File: config.mk
export PLATFORM = sky130hd
export DESIGN_NAME = wmsr_ctrl
export DESIGN_NICKNAME = d
export VERILOG_FILES = /design/src/rtl/wmsr_pkg.sv /design/src/rtl/wmsr_ctrl.sv
export SDC_FILE = /design/constraint.sdc
export NUM_CORES = 1
export LEC_CHECK = 0
export ABC_CLOCK_PERIOD_IN_PS = 2970
export BUFFER_PORTS_ARGS = -buffer_cell sky130_fd_sc_hd__clkbuf_2
export CORE_AREA = 2 2 39 41
export DETAILED_ROUTE_END_ITERATION = 6
export DIE_AREA = 0 0 41 43
export PLACE_DENSITY = 0.62
export SYNTH_ARGS = -nofsm -noshare
export SYNTH_HDL_FRONTEND = slang
export SYNTH_SLANG_ARGS = --single-unit
File: constraint.sdc
create_clock -name clock -period 2.97 [get_ports clock]
set_clock_uncertainty 0.05 [all_clocks]
set_input_delay 0.4455 -clock clock [delete_from_list [all_inputs] [get_ports clock]]
set_output_delay 0.4455 -clock clock [all_outputs]
set_load 0.01 [all_outputs]
File: src/rtl/wmsr_pkg.sv
// Shared constants and controller/datapath interface types for the median core.
package wmsr_pkg;
   localparam int MAX_WINDOW  = 256;
   localparam int PRICE_BITS  = 31;
   localparam int IDX_BITS    = $clog2(MAX_WINDOW);
   localparam int CNT_BITS    = $clog2(MAX_WINDOW + 1);
   localparam int BARS_BITS   = 10;
   localparam int SQ_BITS     = 2 * PRICE_BITS;
   localparam int MED_BITS    = 63;
   localparam int WIN_BITS    = 8;
   localparam int USED_BITS   = 9;
   localparam logic [WIN_BITS-1:0]  WINDOW_RESET = WIN_BITS'(180);
   localparam logic [BARS_BITS-1:0] BARS_CAP =
      BARS_BITS'((MAX_WINDOW + 2) > 1023 ? (MAX_WINDOW + 2) : 1023);
   localparam logic [CNT_BITS-1:0]  MIN_USED = CNT_BITS'(3);

   typedef struct packed {
      logic accept;
      logic square;
      logic scan_start;
      logic cand_rd;
      logic cand_cap;
      logic sweep;
      logic eval;
      logic load_out;
   } cmd_type;

   typedef struct packed {
      logic few_returns;
      logic sweep_done;
      logic scan_last;
      logic out_blocked;
   } sts_type;
endpackage

File: src/rtl/wmsr_ctrl.sv
// Sequencer for the square, store and rank-selection passes.
module wmsr_ctrl
   import wmsr_pkg::*;
(
   input  logic    clock,
   input  logic    reset,
   input  logic    req_valid,
   output logic    idle,
   input  sts_type sts,
   output cmd_type cmd
);
   typedef enum logic [7:0] {
      S_IDLE  = 8'b0000_0001,
      S_SQ    = 8'b0000_0010,
      S_CHK   = 8'b0000_0100,
      S_CAND  = 8'b0000_1000,
      S_LAT   = 8'b0001_0000,
      S_SWEEP = 8'b0010_0000,
      S_EVAL  = 8'b0100_0000,
      S_OUT   = 8'b1000_0000
   } state_type;

   state_type state_ff, state_in;

   always_ff @(posedge clock) begin
      if (reset) begin
         state_ff <= S_IDLE;
      end else begin
         state_ff <= state_in;
      end
   end

   always_comb begin
      state_in = state_ff;
      cmd      = '0;
      case (state_ff)
         S_IDLE: begin
            if (req_valid) begin
               cmd.accept = 1'b1;
               state_in   = S_SQ;
            end
         end
         S_SQ: begin
            cmd.square = 1'b1;
            state_in   = S_CHK;
         end
         S_CHK: begin
            if (sts.few_returns) begin
               state_in = S_IDLE;
            end else begin
               cmd.scan_start = 1'b1;
               state_in       = S_CAND;
            end
         end
         S_CAND: begin
            cmd.cand_rd = 1'b1;
            state_in    = S_LAT;
         end
         S_LAT: begin
            cmd.cand_cap = 1'b1;
            state_in     = S_SWEEP;
         end
         S_SWEEP: begin
            cmd.sweep = 1'b1;
            if (sts.sweep_done) begin
               state_in = S_EVAL;
            end
         end
         S_EVAL: begin
            cmd.eval = 1'b1;
            state_in = sts.scan_last ? S_OUT : S_CAND;
         end
         S_OUT: begin
            // hold until the output register frees up
            if (!sts.out_blocked) begin
               cmd.load_out = 1'b1;
               state_in     = S_IDLE;
            end
         end
         default: begin
            state_in = S_IDLE;
         end
      endcase
   end

   assign idle = (state_ff == S_IDLE);
endmodule

==> results by group <==
Outcome
  – Status: finished clean

Floorplanning
  – Die width: slightly above 40 um
  – Core area: roughly 1400 um2
  – Die height: between 40 and 50 um
  – FP Rows: 14
  – Starting density of the core: ~38%
  – Boundary pin count: 16
  – Die area: approximately 1800 um2

Power and ir drop
  – Sw frac: 32.3%
  – Sequential power share: 44.1%
  – Net Switching: between 0.09 and 0.1 mW
  – P_leak: roughly 0.26 nW
  – Internal power: 0.192 mW
  – Peak supply drop: ~0.25 mV
  – Comb power frac: ~25%
  – Clk pwr share: about 31%
  – Power Dens Cells: 452 nW/um2

GRT
  – Initial antenna violation count: 0
  – Tot GR Track Use: approximately 16%
  – Vias in the first global route: between 400 and 500
  – First-pass GRT wire length: about 1800 um
  – Largest net degree at the start of global routing: 11
  – Overflow after GRT: 0

Clock network
  – CTS tree: yes
  – Clock latency on the worst-skew pair: between 0.2 and 0.3 ns
  – TritonCTS Sinks: 8
  – Hold Buf Count CTS: 0
  – Clock Tree Buf Depth: 2
  – Cts repair resizes: 0
  – Setup bufs post-CTS: 0
  – H-tree depth: 1
  – Worst-path clk slew: around 0.06 ns
  – CTS buffer count: 3
  – CTS root buf: clkbuf_4

Setup path
  – Critical Path AT: 1.63 ns
  – Worst Path Max Fanout: 9
  – Data required time at the worst endpoint: between 2 and 2.5 ns
  – Crit path kind: flop to output port
  – Crit start category: flop
  – CP Capture Type: output port

Route
  – DRC Markers: 0
  – DR pass1 iterations: 5
  – Final wirelength: 1200 um
  – Detail Route Antenna Nets: 0
  – Drt via density: roughly 5.5
  – Drt wl/cell: 12.2 um
  – Via count: 536
  – Drt initial violations: 16

STA
  – Fin crit period: between 2 and 2.5 ns
  – Hold Vio Cnt, Final: 0
  – Max-slew violation count: 0
  – Endpoints failing setup: 0
  – RSZ-0062 raised after global routing: no
  – Hold_ws: between 0.3 and 0.4 ns
  – Setup TNS: 0 ns
  – Slew margin rel.: a little over two thirds
  – Period utilization: around 72%
  – Worst-Margin Slew: around 0.44 ns
  – Fmax: 470 MHz

Layout
  – Layout Nets: between 90 and 100
  – Reg with most FFs: state_ff
  – Fill cell count: about 150
  – P&R area growth vs syn: 19.3%
  – Largest register FFs: 8
  – # diodes: 0
  – Commonest non-fill, non-tap cell in the layout: clkbuf_2
  – Most frequent cells in the layout: clkbuf_2 (15), nor2_1 (11), dfxtp_1 (8), inv_1 (6), nand2_1 (5)
  – Layout cells sized above 1: 29.3%
  – Top flop regs: state_ff (8)

Worst hold path
  – Worst hold path type: input pin to flop

Yosys
  – Avg Cell Area, Syn: around 8.0 um2
  – #FFs+latches synth: 8
  – Synth Instances: 66
  – Post-Synthesis Cell Area: around 530 um2
  – Yosys Warn Count: 0
  – Register area share after synthesis: 30.5%
  – Share of the synthesized area in the top cell type: between 30% and 40%
  – Cell variety after synth: 34
  – Top post-synthesis cells by area: dfxtp_1 (30%), nor2_1 (7.9%), inv_1 (4.3%), nor3_1 (3.8%), or4b_1 (3.8%)
  – Largest area contributor in the netlist: dfxtp_1
  – Net Count, Synth: 73

Place
  – RD Place Congestion: just over 0.9
  – Port buffer count: 15
  – Dpl hpwl: between 900 and 1000 um

Run
  – Max Cap Viol: 0
-- stage by stage --
stage / setup slack [ns] / utilization (%) / area [um2] / total power, mW / std cells
floorplan: 1.21 / - / 526 / 0.174 / 66
global placement: 1.12 / 43.7 / 604 / 0.197 / 95
detailed placement: 1.12 / 43.7 / 604 / 0.198 / 95
CTS: 0.830 / 45.3 / 627 / 0.285 / 98
global route: 0.746 / 45.3 / 627 / 0.299 / 98
finish: 0.841 / 45.3 / 627 / 0.283 / 98
-- Yosys cell counts --
cell type,instances
o211ai_1,1
o311a_1,1
nor3_4,1
o22ai_1,1
nand2b_1,1
o32a_1,1
nor2_1,11
nor3b_1,1
nor4b_1,1
nor4_1,1
nor2_2,1
o21ai_0,2
buf_6,1
and4b_1,1
and3b_1,1
xnor2_1,1
nand2_1,5
o21ai_1,1
inv_1,6
nor3_2,1
dfxtp_1,8
xor2_1,1
a41oi_1,1
buf_2,1
nand3_1,1
nand4b_1,1
nor2b_1,1
or4b_1,2
nor3_1,4
or4_4,1
nor4_2,1
a21oi_2,1
or3_1,1
a31oi_1,2
-- routing by layer --
metal  wire length [um]  global-route usage (%)
met1                552                    19.0
met2                528                    22.8
met3                 83                    3.14
met4                 32                    12.0
met5                  0                       0
-- power by group through the flow --
stage	clock (mW)	combinational [mW]	sequential, mW
after floorplan	0	0.0505	0.124
after global placement	0	0.0716	0.126
after detailed placement	0	0.0714	0.127
after CTS	0.0887	0.0718	0.124
after global routing	0.0939	0.0793	0.125
final	0.0874	0.0709	0.125
-- path summary, 6_finish.rpt --
| kind | start | endpoint | slack (ns) | cells after the start |
|---|---|---|---|---|
| setup / recovery | state_ff[7] | cmd[5] | 0.84 | 3 |
| hold / removal | reset | state_ff[5] | 0.33 | 2 |
| setup reg to reg | state_ff[7] | state_ff[4] | 1.30 | 4 |
| hold reg to reg | state_ff[3] | state_ff[4] | 0.52 | 2 |
-- worst max-delay path, cell delays in order (launching register included) --
cell      delay [ns]
dfxtp_1         0.38
or4_4           0.60
nor3_2          0.22
clkbuf_2        0.17
-- cell families after synthesis --
group,count (synthesis),synth area share [%]
compound gates,11,15.0
xor+xnor,2,3.33
buf+inv,8,7.38
flops,8,30.5
simple gates,37,43.8
-- final cells by class --
type / count / area, um2 / area share, %
sequential: 8 / 160 / 25.5
clock buffer: 3 / 22.5 / 3.59
timing repair buffer: 15 / 75.1 / 12.0
tap: 16 / 20.0 / 3.19
inverter: 6 / 22.5 / 3.59
multi-input combinational: 50 / 327 / 52.1
No activity file was read; power rests on OpenSTA's default activity.
